===== src/design/lsap_pkg.sv =====
// Shared types, constants and line-state codes of the line sensor position core.
package lsap_pkg;

  // Sensor array geometry and field widths.
  localparam int SENSOR_COUNT = 7;
  localparam int WEIGHT_W     = 7;
  localparam int COUNT_W      = 3;
  localparam int STATE_W      = 3;
  localparam int SUM_W        = 10;
  localparam int MAG_W        = 9;
  localparam int CFG_ADDR_W   = 3;
  localparam int IN_DATA_W    = 8;
  localparam int OUT_DATA_W   = 32;

  // Default depth of the queue between front and back.
  localparam int QUEUE_DEPTH  = 2;

  // Register indexes of the configuration port.
  localparam logic [CFG_ADDR_W-1:0] REG_BLACK_IS_HIGH = 3'd0;
  localparam logic [CFG_ADDR_W-1:0] REG_WEIGHT_0      = 3'd1;

  // Line state codes.
  localparam logic [STATE_W-1:0] ST_ON_LINE     = 3'd0;
  localparam logic [STATE_W-1:0] ST_LEFT        = 3'd1;
  localparam logic [STATE_W-1:0] ST_RIGHT       = 3'd2;
  localparam logic [STATE_W-1:0] ST_SHARP_LEFT  = 3'd3;
  localparam logic [STATE_W-1:0] ST_SHARP_RIGHT = 3'd4;
  localparam logic [STATE_W-1:0] ST_NO_LINE     = 3'd5;
  localparam logic [STATE_W-1:0] ST_ALL_LINE    = 3'd6;

  // Position limits for patterns outside the table.
  localparam logic signed [WEIGHT_W-1:0] POS_LEFT_LIMIT  = -7'sd15;
  localparam logic signed [WEIGHT_W-1:0] POS_RIGHT_LIMIT = 7'sd15;

  typedef logic signed [WEIGHT_W-1:0] weight_t;

  // Configuration as seen by the front.
  typedef struct packed {
    logic                          black_is_high;
    weight_t [SENSOR_COUNT-1:0]    weight;
  } lsap_cfg_t;

  // One classified sample waiting for the divide.
  typedef struct packed {
    logic [SENSOR_COUNT-1:0]  raw;
    logic [SENSOR_COUNT-1:0]  act;
    logic [COUNT_W-1:0]       count;
    logic signed [SUM_W-1:0]  sum;
    logic                     table_hit;
    logic [STATE_W-1:0]       table_state;
  } lsap_entry_t;

  // One finished result.
  typedef struct packed {
    logic                     detected;
    logic [STATE_W-1:0]       state;
    weight_t                  position;
    logic [COUNT_W-1:0]       count;
    logic [SENSOR_COUNT-1:0]  act;
    logic [SENSOR_COUNT-1:0]  raw;
  } lsap_result_t;

  // Reset value of a sensor weight.
  function automatic weight_t weight_reset(input int idx);
    weight_t w;
    w = WEIGHT_W'(idx * 10 - 30);
    return w;
  endfunction

endpackage


===== src/design/lsap_front.sv =====
// Front part: polarity correction, count, weight sum and table classification.
module lsap_front
  import lsap_pkg::*;
(
  input  lsap_cfg_t                cfg,
  input  logic [SENSOR_COUNT-1:0]  raw,
  output lsap_entry_t              entry
);

  logic [SENSOR_COUNT-1:0]  act;
  logic [COUNT_W-1:0]       cnt;
  logic signed [SUM_W-1:0]  sum;
  logic                     hit;
  logic [STATE_W-1:0]       tstate;

  // Active bits, their count and the sum of their weights.
  always_comb begin
    act = cfg.black_is_high ? raw : ~raw;
    cnt = '0;
    sum = '0;
    for (int i = 0; i < SENSOR_COUNT; i++) begin
      cnt = cnt + COUNT_W'(act[i]);
      if (act[i]) begin
        sum = sum + SUM_W'($signed(cfg.weight[i]));
      end
    end
  end

  // Fixed pattern table; a miss is settled by the position in the back.
  always_comb begin
    hit    = 1'b1;
    tstate = ST_ON_LINE;
    if (cnt == '0) begin
      tstate = ST_NO_LINE;
    end else if (act == {SENSOR_COUNT{1'b1}}) begin
      tstate = ST_ALL_LINE;
    end else begin
      unique case (act) inside
        7'b0001000, 7'b0011000, 7'b0001100, 7'b0011100: begin
          tstate = ST_ON_LINE;
        end
        7'b0000001, 7'b0000011, 7'b0000111, 7'b0110000, 7'b0111000: begin
          tstate = ST_LEFT;
        end
        7'b1000000, 7'b1100000, 7'b1110000, 7'b0000110, 7'b0001110: begin
          tstate = ST_RIGHT;
        end
        7'b0000010, 7'b0000100: begin
          tstate = ST_SHARP_LEFT;
        end
        7'b0100000, 7'b0010000: begin
          tstate = ST_SHARP_RIGHT;
        end
        default: begin
          hit = 1'b0;
        end
      endcase
    end
  end

  assign entry.raw         = raw;
  assign entry.act         = act;
  assign entry.count       = cnt;
  assign entry.sum         = sum;
  assign entry.table_hit   = hit;
  assign entry.table_state = tstate;

endmodule


===== src/design/lsap_queue.sv =====
// Short queue of classified samples between the front and the back.
module lsap_queue
  import lsap_pkg::*;
#(
  parameter int DEPTH = QUEUE_DEPTH
) (
  input  logic         clk,
  input  logic         rst_n,
  input  logic         push,
  input  lsap_entry_t  push_data,
  output logic         full,
  input  logic         pop,
  output lsap_entry_t  pop_data,
  output logic         not_empty
);

  localparam int PTR_W = (DEPTH > 1) ? $clog2(DEPTH) : 1;
  localparam int CNT_W = $clog2(DEPTH + 1);
  localparam logic [PTR_W-1:0] LAST_PTR = PTR_W'(DEPTH - 1);

  lsap_entry_t       mem_r [DEPTH];
  logic [PTR_W-1:0]  wr_ptr_r, rd_ptr_r;
  logic [CNT_W-1:0]  fill_r;

  assign full      = (fill_r == CNT_W'(DEPTH));
  assign not_empty = (fill_r != '0);
  assign pop_data  = mem_r[rd_ptr_r];

  // Entry storage.
  always_ff @(posedge clk) begin
    if (push) begin
      mem_r[wr_ptr_r] <= push_data;
    end
  end

  // Pointers and fill level.
  always_ff @(posedge clk) begin
    if (!rst_n) begin
      wr_ptr_r <= '0;
      rd_ptr_r <= '0;
      fill_r   <= '0;
    end else begin
      if (push) begin
        wr_ptr_r <= (wr_ptr_r == LAST_PTR) ? '0 : wr_ptr_r + 1'b1;
      end
      if (pop) begin
        rd_ptr_r <= (rd_ptr_r == LAST_PTR) ? '0 : rd_ptr_r + 1'b1;
      end
      if (push && !pop) begin
        fill_r <= fill_r + 1'b1;
      end else if (pop && !push) begin
        fill_r <= fill_r - 1'b1;
      end
    end
  end

endmodule


===== src/design/lsap_back.sv =====
// Back part: serial mean divide, held position, final state and output register.
module lsap_back
  import lsap_pkg::*;
(
  input  logic          clk,
  input  logic          rst_n,
  input  logic          q_valid,
  input  lsap_entry_t   q_data,
  output logic          q_pop,
  output logic          res_valid,
  input  logic          res_ready,
  output lsap_result_t  res
);

  localparam int STEP_W = $clog2(MAG_W);
  localparam logic [STEP_W-1:0] LAST_STEP = STEP_W'(MAG_W - 1);

  typedef enum logic [2:0] {
    S_IDLE = 3'b001,
    S_DIV  = 3'b010,
    S_DONE = 3'b100
  } back_state_t;

  back_state_t         state_r;
  lsap_entry_t         entry_r;
  logic                neg_r;
  logic [MAG_W-1:0]    dvd_r;
  logic [COUNT_W-1:0]  rem_r;
  logic [STEP_W-1:0]   step_r;
  weight_t             held_r;
  lsap_result_t        res_r;

  logic                 sum_neg;
  logic [SUM_W-1:0]     sum_abs;
  logic [COUNT_W:0]     trial;
  logic                 ge;
  logic [COUNT_W:0]     trial_sub;
  logic [MAG_W-1:0]     quo;
  weight_t              pos;
  logic [STATE_W-1:0]   fin_state;

  assign q_pop     = (state_r == S_IDLE) && q_valid;
  assign res_valid = (state_r == S_DONE);
  assign res       = res_r;

  // Magnitude of the incoming weight sum.
  assign sum_neg = q_data.sum[SUM_W-1];
  assign sum_abs = sum_neg ? SUM_W'(-q_data.sum) : q_data.sum;

  // One restoring divide step: remainder stays below the count.
  assign trial     = {rem_r, dvd_r[MAG_W-1]};
  assign ge        = (trial >= {1'b0, entry_r.count});
  assign trial_sub = trial - {1'b0, entry_r.count};
  assign quo       = {dvd_r[MAG_W-2:0], ge};
  assign pos       = neg_r ? WEIGHT_W'(-quo[WEIGHT_W-1:0]) : quo[WEIGHT_W-1:0];

  // Patterns outside the table are classed by the position.
  always_comb begin
    if (entry_r.table_hit) begin
      fin_state = entry_r.table_state;
    end else if (pos < POS_LEFT_LIMIT) begin
      fin_state = ST_LEFT;
    end else if (pos > POS_RIGHT_LIMIT) begin
      fin_state = ST_RIGHT;
    end else begin
      fin_state = ST_ON_LINE;
    end
  end

  // Divider datapath and result register.
  always_ff @(posedge clk) begin
    unique case (state_r)
      S_IDLE: begin
        if (q_valid) begin
          entry_r <= q_data;
          neg_r   <= sum_neg;
          dvd_r   <= sum_abs[MAG_W-1:0];
          rem_r   <= '0;
          step_r  <= '0;
          res_r.raw      <= q_data.raw;
          res_r.act      <= q_data.act;
          res_r.count    <= q_data.count;
          res_r.detected <= (q_data.count != '0);
          res_r.position <= held_r;
          res_r.state    <= q_data.table_state;
        end
      end
      S_DIV: begin
        dvd_r  <= quo;
        rem_r  <= ge ? trial_sub[COUNT_W-1:0] : trial[COUNT_W-1:0];
        step_r <= step_r + 1'b1;
        if (step_r == LAST_STEP) begin
          res_r.position <= pos;
          res_r.state    <= fin_state;
        end
      end
      S_DONE: begin
      end
      default: begin
      end
    endcase
  end

  // Sequencer and held position.
  always_ff @(posedge clk) begin
    if (!rst_n) begin
      state_r <= S_IDLE;
      held_r  <= '0;
    end else begin
      unique case (state_r)
        S_IDLE: begin
          if (q_valid) begin
            state_r <= (q_data.count == '0) ? S_DONE : S_DIV;
          end
        end
        S_DIV: begin
          if (step_r == LAST_STEP) begin
            held_r  <= pos;
            state_r <= S_DONE;
          end
        end
        S_DONE: begin
          if (res_ready) begin
            state_r <= S_IDLE;
          end
        end
        default: begin
          state_r <= S_IDLE;
        end
      endcase
    end
  end

  // A divide never starts with a zero count.
  a_div_count_nonzero: assert property (@(posedge clk) disable iff (!rst_n)
    (state_r == S_DIV) |-> (entry_r.count != '0))
    else $error("divide running with zero count");

  // The held position moves only at the end of a divide.
  a_held_only_after_div: assert property (@(posedge clk) disable iff (!rst_n)
    !$stable(held_r) |-> $past(state_r == S_DIV && step_r == LAST_STEP))
    else $error("held position changed outside a divide");

  // A result without detection carries the no-line state.
  a_no_line_state: assert property (@(posedge clk) disable iff (!rst_n)
    (res_valid && !res_r.detected) |-> (res_r.state == ST_NO_LINE))
    else $error("no-line result with wrong state");

  // Every pop starts a sample: the back part then divides or holds a result.
  a_pop_when_idle: assert property (@(posedge clk) disable iff (!rst_n)
    q_pop |=> (state_r == S_DIV || state_r == S_DONE))
    else $error("pop did not start a sample");

endmodule


===== src/design/line_sensor_array_position_core.sv =====
// Top level of the line sensor position core: configuration registers and stream wiring.
//
//  Channel  | Direction | Content
//  ---------+-----------+-----------------------------------------------------------
//  in_*     | slave     | tdata[6:0] raw_levels
//  out_*    | master    | tdata raw_bits, active_bits, active_count, line_position,
//           |           |       line_state, line_detected (low bit up)
//  cfg_*    | write     | cfg_addr 0 black_is_high, 1..7 weight_0..weight_6
//
//  A sample with active sensors enters the queue, leaves it when the back part
//  is idle, runs the one-bit-a-cycle restoring divide and waits in the output
//  register for the result transfer; one with no active sensor skips the divide.
//  The front and queue take a new sample each cycle until the queue is full, so
//  input stalls only when the back part is behind. Reset is synchronous, active
//  low, and clears the queue, the sequencer, the held position and the registers.
module line_sensor_array_position_core
  import lsap_pkg::*;
#(
  parameter int QUEUE_DEPTH_P = QUEUE_DEPTH
) (
  input  logic                   clk,
  input  logic                   rst_n,
  // Input samples.
  input  logic                   in_tvalid,
  output logic                   in_tready,
  input  logic [IN_DATA_W-1:0]   in_tdata,   // [6:0] raw_levels, [7] zero
  // Results.
  output logic                   out_tvalid,
  input  logic                   out_tready,
  output logic [OUT_DATA_W-1:0]  out_tdata,  // [6:0] raw_bits, [13:7] active_bits,
                                             // [16:14] active_count,
                                             // [23:17] line_position,
                                             // [26:24] line_state,
                                             // [27] line_detected, [31:28] zero
  // Configuration writes.
  input  logic                   cfg_we,
  input  logic [CFG_ADDR_W-1:0]  cfg_addr,
  input  logic [WEIGHT_W-1:0]    cfg_wdata
);

  lsap_cfg_t     cfg_r;
  lsap_entry_t   front_entry, q_entry;
  logic          q_full, q_valid, q_pop;
  lsap_result_t  res;

  // Configuration registers.
  always_ff @(posedge clk) begin
    if (!rst_n) begin
      cfg_r.black_is_high <= 1'b1;
      for (int i = 0; i < SENSOR_COUNT; i++) begin
        cfg_r.weight[i] <= weight_reset(i);
      end
    end else if (cfg_we) begin
      if (cfg_addr == REG_BLACK_IS_HIGH) begin
        cfg_r.black_is_high <= cfg_wdata[0];
      end else begin
        cfg_r.weight[cfg_addr - REG_WEIGHT_0] <= cfg_wdata;
      end
    end
  end

  lsap_front u_front (
    .cfg   (cfg_r),
    .raw   (in_tdata[SENSOR_COUNT-1:0]),
    .entry (front_entry)
  );

  assign in_tready = !q_full;

  lsap_queue #(
    .DEPTH (QUEUE_DEPTH_P)
  ) u_queue (
    .clk       (clk),
    .rst_n     (rst_n),
    .push      (in_tvalid && !q_full),
    .push_data (front_entry),
    .full      (q_full),
    .pop       (q_pop),
    .pop_data  (q_entry),
    .not_empty (q_valid)
  );

  lsap_back u_back (
    .clk       (clk),
    .rst_n     (rst_n),
    .q_valid   (q_valid),
    .q_data    (q_entry),
    .q_pop     (q_pop),
    .res_valid (out_tvalid),
    .res_ready (out_tready),
    .res       (res)
  );

  // Result packing, highest field first.
  assign out_tdata = {4'b0000, res.detected, res.state, res.position, res.count,
                      res.act, res.raw};

endmodule

===== config.mk =====
export PLATFORM = sky130hd
export DESIGN_NAME = line_sensor_array_position_core
export DESIGN_NICKNAME = d
export VERILOG_FILES = /design/src/design/lsap_pkg.sv /design/src/design/lsap_front.sv /design/src/design/lsap_queue.sv /design/src/design/lsap_back.sv /design/src/design/line_sensor_array_position_core.sv
export SDC_FILE = /design/constraint.sdc
export NUM_CORES = 1
export LEC_CHECK = 0
export BUFFER_PORTS_ARGS = -buffer_cell sky130_fd_sc_hd__buf_2
export CORE_ASPECT_RATIO = 1.25
export CORE_MARGIN = 4
export CORE_UTILIZATION = 50
export CTS_BUF_LIST = sky130_fd_sc_hd__clkbuf_4
export DETAILED_ROUTE_END_ITERATION = 8
export PLACE_DENSITY = 0.77
export RECOVER_POWER = 100
export SLEW_MARGIN = 20
export SYNTH_ARGS = -nofsm -noshare
export SYNTH_HDL_FRONTEND = slang
export SYNTH_SLANG_ARGS = --single-unit

===== constraint.sdc =====
create_clock -name clk -period 11.2 [get_ports clk]
set_input_delay 0.56 -clock clk [delete_from_list [all_inputs] [get_ports clk]]
set_output_delay 0.56 -clock clk [all_outputs]
set_load 0.005 [all_outputs]

### Yosys cells after proc, flatten, opt, wreduce, memory -nomap -nowiden

Memory sizes are Yosys's and may differ from the RTL's. A register that Yosys moved wholly into a read port is not among the register bits.
Cells that the tools add are included.

| operators by class | value |
|---|---|
| div/mod/pow operators | 0 |
| add/sub/neg operators | 21 |
| $lt $le $gt $ge | 5 |
| bitwise gates (word level) | 2 |
| $mul | 0 |
| equal/unequal tests | 27 |
| mux-type cells | 45 |
| shifts and indexed selects | 0 |
| reductions and logical operators | 27 |

Operators with widths:

| operator | count |
|---|---|
| two-way mux 10 bit | 8 |
| adder 10 x 7 -> 10 bit | 6 |
| bitwise mux 49 bit | 1 |
| two-way mux 3 bit | 10 |
| equality test 7 bit, second input constant | 4 |
| two-way mux 27 bit | 1 |
| demux 7 bit (select 3 bit) | 1 |
| equality test 7 x 3 -> 1 bit, second input constant | 3 |
| equality test 7 x 4 -> 1 bit, second input constant | 3 |
| equality test 7 x 5 -> 1 bit, second input constant | 3 |
| equality test 7 x 6 -> 1 bit, second input constant | 3 |
| two-way mux 7 bit | 3 |
| one-hot mux 10 bit (2 select lines) | 1 |
| two-way mux 9 bit | 2 |
| one-hot mux 9 bit (2 select lines) | 1 |
| OR reduction 18 bit | 1 |
| adder 3 x 1 -> 3 bit | 5 |
| equality test 7 x 2 -> 1 bit, second input constant | 2 |
| one-hot mux 3 bit (4 select lines) | 1 |
| AND reduction 2 bit | 5 |
| OR reduction 5 bit | 2 |
| zero test 3 bit | 3 |
| two-way mux 1 bit | 9 |
| negator 9 bit | 1 |
| other kinds (33) | 48 |

| word-level totals | value |
|---|---|
| memory bits (writable) | 62 |
| memory bits (read-only) | 0 |
| register bits | 113 |
| latch bits | 0 |
| logic and storage cells | 153 |
| output and inout bits | 34 |
| memories kept | 1 |

Memory list:

| memory | depth | width | read ports | clocked after memory_dff | wr ports | RTL line | RTL |
|---|---|---|---|---|---|---|---|
| u_queue.mem_r | 2 | 31 | 1 | 1 | 1 | lsap_queue.sv:21 | `lsap_entry_t mem_r [DEPTH];` |

### Depth between registers and ports, before layout

| logic depth | value |
|---|---|
| depth after elaboration | 15 |
| mapped depth | 42 |

### Cells and area by module

Synthesis repeated with hierarchy kept, for this count alone.

| unflattened totals | value |
|---|---|
| cell total of the unflattened synthesis | 1,064 |
| area, all modules | 10,985.5 um2 |

By module, submodules not included:

| module | cells each | times used | area each (um2) |
|---|---|---|---|
| lsap_front | 509 | 1 | 3,699.8 |
| lsap_back | 233 | 1 | 2,760.1 |
| lsap_queue | 118 | 1 | 2,447.3 |
| line_sensor_array_position_core | 204 | 1 | 2,078.2 |

### Worst setup path before layout

No wires, ideal clock.

| path | value |
|---|---|
| path type | in2reg |
| from | input port in_tdata[0] |
| to | memory u_queue.mem_r[0][13] (netlist name), data pin |
| arrival time | 7.635 ns |
| required time | 10.929 ns |
| slack | 3.294 ns |
| stages | 40 |
| cell sequence | xnor2_2 -> and2_1 -> ha_1 -> inv_1 -> fa_1 -> xnor2_1 -> a22oi_1 -> nor2b_1 -> or2_2 -> ha_1 -> nor2b_1 -> o21a_1 -> o21a_1 -> o21a_1 -> or3_1 -> nand3_1 -> o31ai_1 -> ha_1 -> [4 not listed] -> nand2b_1 -> a21boi_0 -> xor2_1 -> nor2_1 -> a221oi_1 -> ha_1 -> o21a_1 -> nor2_1 -> a21oi_1 -> xor2_1 -> nor2_1 -> a21oi_1 -> ha_1 -> a21o_1 -> a31oi_1 -> xnor2_1 -> nand2_1 -> xnor3_1 |

RTL lines:

| item | RTL line | RTL |
|---|---|---|
| start: declaration | line_sensor_array_position_core.sv:26 | `input logic [IN_DATA_W-1:0] in_tdata,` |
| end: declaration | lsap_queue.sv:21 |  |

==> impl_metrics.py <==
metrics = {
    "run_status": {
        "status": "finished with violations",
        "failed_checks": "capacitance limit, slew limit",
    },
    "placement": {
        "portBuffers": 51,
        "dp_hpwl_mm": 15.6,
        "dp_worst_setup_slack_ns": 2.13,
        "place.gp.congestion": 0.832,
    },
    "yosys": {
        "synth-simple-area-share_pct": 13.7,
        "yosysWarnings": 0,
        "syn_inst": 1003,
        "synth_edf_count": 111,
        "synth-seq-area-share_pct": 43.8,
        "synth_most_common_cell": "edfxtp_1",
        "synthMuxAreaShare_pct": 9.77,
        "syn_avg_cell_area_um2": 10.6,
        "synthTopCellsByCount": "edfxtp_1, nand2_1, ha_1",
        "synth_compound_area_share_pct": 13.0,
        "syn_area_mm2": 0.0106,
        "synth.top_cells.by_area": "edfxtp_1, dfxtp_1, ha_1, mux2i_1, mux2_2",
        "ys.flop_type": "edfxtp_1",
        "netlist.area_leader.share_pct": 31.5,
        "synth_top_area_cell": "edfxtp_1",
        "synth.distinct_cells": 79,
        "ys_async_sr_fraction_pct": 0,
        "synth_xor_area_share_pct": 5.96,
        "synthAdderAreaFrac_pct": 9.93,
        "synth_top_family_by_area": "simple AND/OR/NAND/NOR gates",
        "ys_ff_latch": 176,
    },
    "floorplanning": {
        "dieWidth_um": 138,
        "fp.dieH_um": 171,
        "io_pins": 57,
        "die_area_mm2": 0.0236,
        "num_rows": 59,
        "initial_core_util_pct": 50.9,
        "core_area_mm2": 0.0208,
    },
    "cts": {
        "cts_hold_buf": 0,
        "cts_buffers": 17,
        "ctsResizeCount": 0,
        "htreeDepth": 4,
        "clkTransAtPathRegs_ns": 0.15,
        "cts_tree": "built",
        "clock_latency_ns": 0.56,
        "root_buffer": "clkbuf_4",
        "post-cts-setup-buffers": 0,
        "clockBufferDepth": 2,
        "cts.sinks": 176,
    },
    "sta": {
        "finalSetupTns_ns": 0,
        "timing.hold.ws_ns": 0.295,
        "tightestPinTransition_ns": 1.95,
        "finalHoldViolations": 0,
        "rsz0062_at_grt": "no",
        "post-route-period-util_pct": 84.0,
        "setup_viol": 0,
        "layout_setup_ws_ns": 1.79,
        "final-max-slew-violation-count": 146,
        "skew_ns": 0.0188,
        "fin_crit_ns": 9.41,
        "fmax_mhz": 106,
        "slew_headroom_pct": -30.1,
    },
    "cells_and_area": {
        "drive_above_1_share_pct": 9.92,
        "nNetsFinal": 1147,
        "fillers": 1875,
        "areaGrowthSynthToFinish_pct": 6.01,
    },
    "power": {
        "power.density_mw_per_mm2": 196,
        "power_uw": 2200,
        "p_leak_uw": 0.00461,
        "ir_drop_v": 0.000135,
    },
    "route": {
        "dr_total_vias": 7383,
        "dr.first_iter.drc_count": 296,
        "drcViolationCount": 0,
        "wl_mm": 21.1,
        "dr.pass1.iters": 5,
        "wl_per_cell_um": 15.8,
        "antenna_left": 0,
        "vias_per_cell": 5.53,
    },
    "setup_path": {
        "critPathSlowestCell": "xnor2_1",
        "path_class": "reg2reg",
        "startpoint_type": "flop",
        "reg2reg_depth": 39,
        "path_max_fanout": 11,
        "cp.required_ns": 11.52,
        "crit_arrival_ns": 9.72,
        "slowest_delay_ns": 0.75,
        "path_common_cell": "ha_1",
        "worstSetupEndpointType": "flop",
    },
    "global_route": {
        "first_global_vias": 7244,
        "grt_antenna_before_repair": 1,
        "gr-total-overflow": 0,
        "grt_usage_pct": 18.1,
        "grt_max_degree": 66,
        "grt_pass1_wl_mm": 35.2,
    },
    "worst_hold_path": {
        "hold_path_depth": 3,
        "hp-class": "in2reg",
    },
    "job": {
        "maxCapViolCount": 6,
    },
}
==> worst max-delay path, delay by kind of cell (launching register included) <==
kind	cells	cell delay, ns
fa+ha+maj	7	2.25
buf+inv	1	0.07
xor+xnor	6	1.80
simple gates	10	1.37
flops	1	0.34
mux	1	0.33
compound gates	14	3.00
==> through the flow <==
| stage | util [%] | cells | cell area (µm²) |
|---|---|---|---|
| floorplan | - | 1006 | 10600 |
| global placement | 53.3 | 1301 | 11100 |
| detailed placement | 53.3 | 1301 | 11100 |
| CTS | 54.5 | 1333 | 11300 |
| global route | 53.9 | 1335 | 11200 |
| finish | 53.9 | 1335 | 11200 |
==> logic make-up after synthesis <==
kind of cell / Yosys count
buffers and inverters: 95
XOR/XNOR: 65
other: 1
AND/OR/NAND/NOR: 291
flip-flops: 176
multiplexers: 98
adder cells (fa/ha/maj): 78
AO/OA/AOI/OAI: 199
==> area by class of cell <==
class / instances / area (µm²) / share of cell area, %
Clock buffer: 20 / 150 / 1.34
Inverter: 54 / 203 / 1.81
Antenna cell: 2 / 5.00 / 0.0446
Tap cell: 274 / 343 / 3.05
Timing Repair Buffer: 62 / 274 / 2.44
Clock inverter: 12 / 108 / 0.959
Multi-Input combinational cell: 735 / 5510 / 49.1
Sequential cell: 176 / 4630 / 41.3
==> metal layers <==
layer  track usage, %  part of all wire, %  vias to the layer above
li1                 -                    -                     3690
met1             21.2                   44                     3507
met2             33.3                   50                      150
met3             3.47                  4.0                       36
met4             6.32                  2.0                        0
met5                0                    0                        -
==> state kept, by name, indices dropped and copies added (netlist names), 2 cells and up, named ones only <==
name and flops:
u_queue.mem_r 62, u_back.dvd_r 9, u_back.state_r 3, cfg_r 50
u_queue.fill_r 2, u_back.rem_r 3, u_back.res 25, u_back.held_r 7
u_back.entry_r 7, u_back.step_r 4
==> cells in the final DEF, fill, tap and decap left out, drive strengths merged, types with 10 or more instances in the layout <==
cell type / instances
edfxtp: 111
nand2: 87
ha: 68
dfxtp: 65
nor2: 65
mux2i: 61
inv: 59
clkbuf: 51
nor2b: 47
a21oi: 45
o21ai: 39
mux2: 37
xnor2: 34
buf: 31
xor2: 29
nand3: 26
o21a: 18
a21o: 16
nor3: 14
and2: 11
or3: 10
fa: 10
==> report_power, final <==
part | switching, µW | leakage, µW | internal [µW] | total, µW
registers | 75.7 | 0.00158 | 920 | 995
clock network | 222 | 0.000136 | 119 | 340
logic | 510 | 0.00290 | 357 | 868
==> worst paths after layout <==
| kind | slack, ns | startpoint | to |
|---|---|---|---|
| min reg2reg | 0.49 | cfg_r[6]$_SDFFE_PN1P_ | cfg_r[6]$_SDFFE_PN1P_ |
| max reg2reg | 1.79 | cfg_r[49]$_SDFFE_PN1P_ | u_queue.mem_r[1][13]$_DFFE_PP_ |
| min | 0.30 | out_tready | u_back.state_r[0]$_SDFFE_PN1P_ |
| max | 1.79 | cfg_r[49]$_SDFFE_PN1P_ | u_queue.mem_r[1][13]$_DFFE_PP_ |
(Power assumes the default switching activity.)
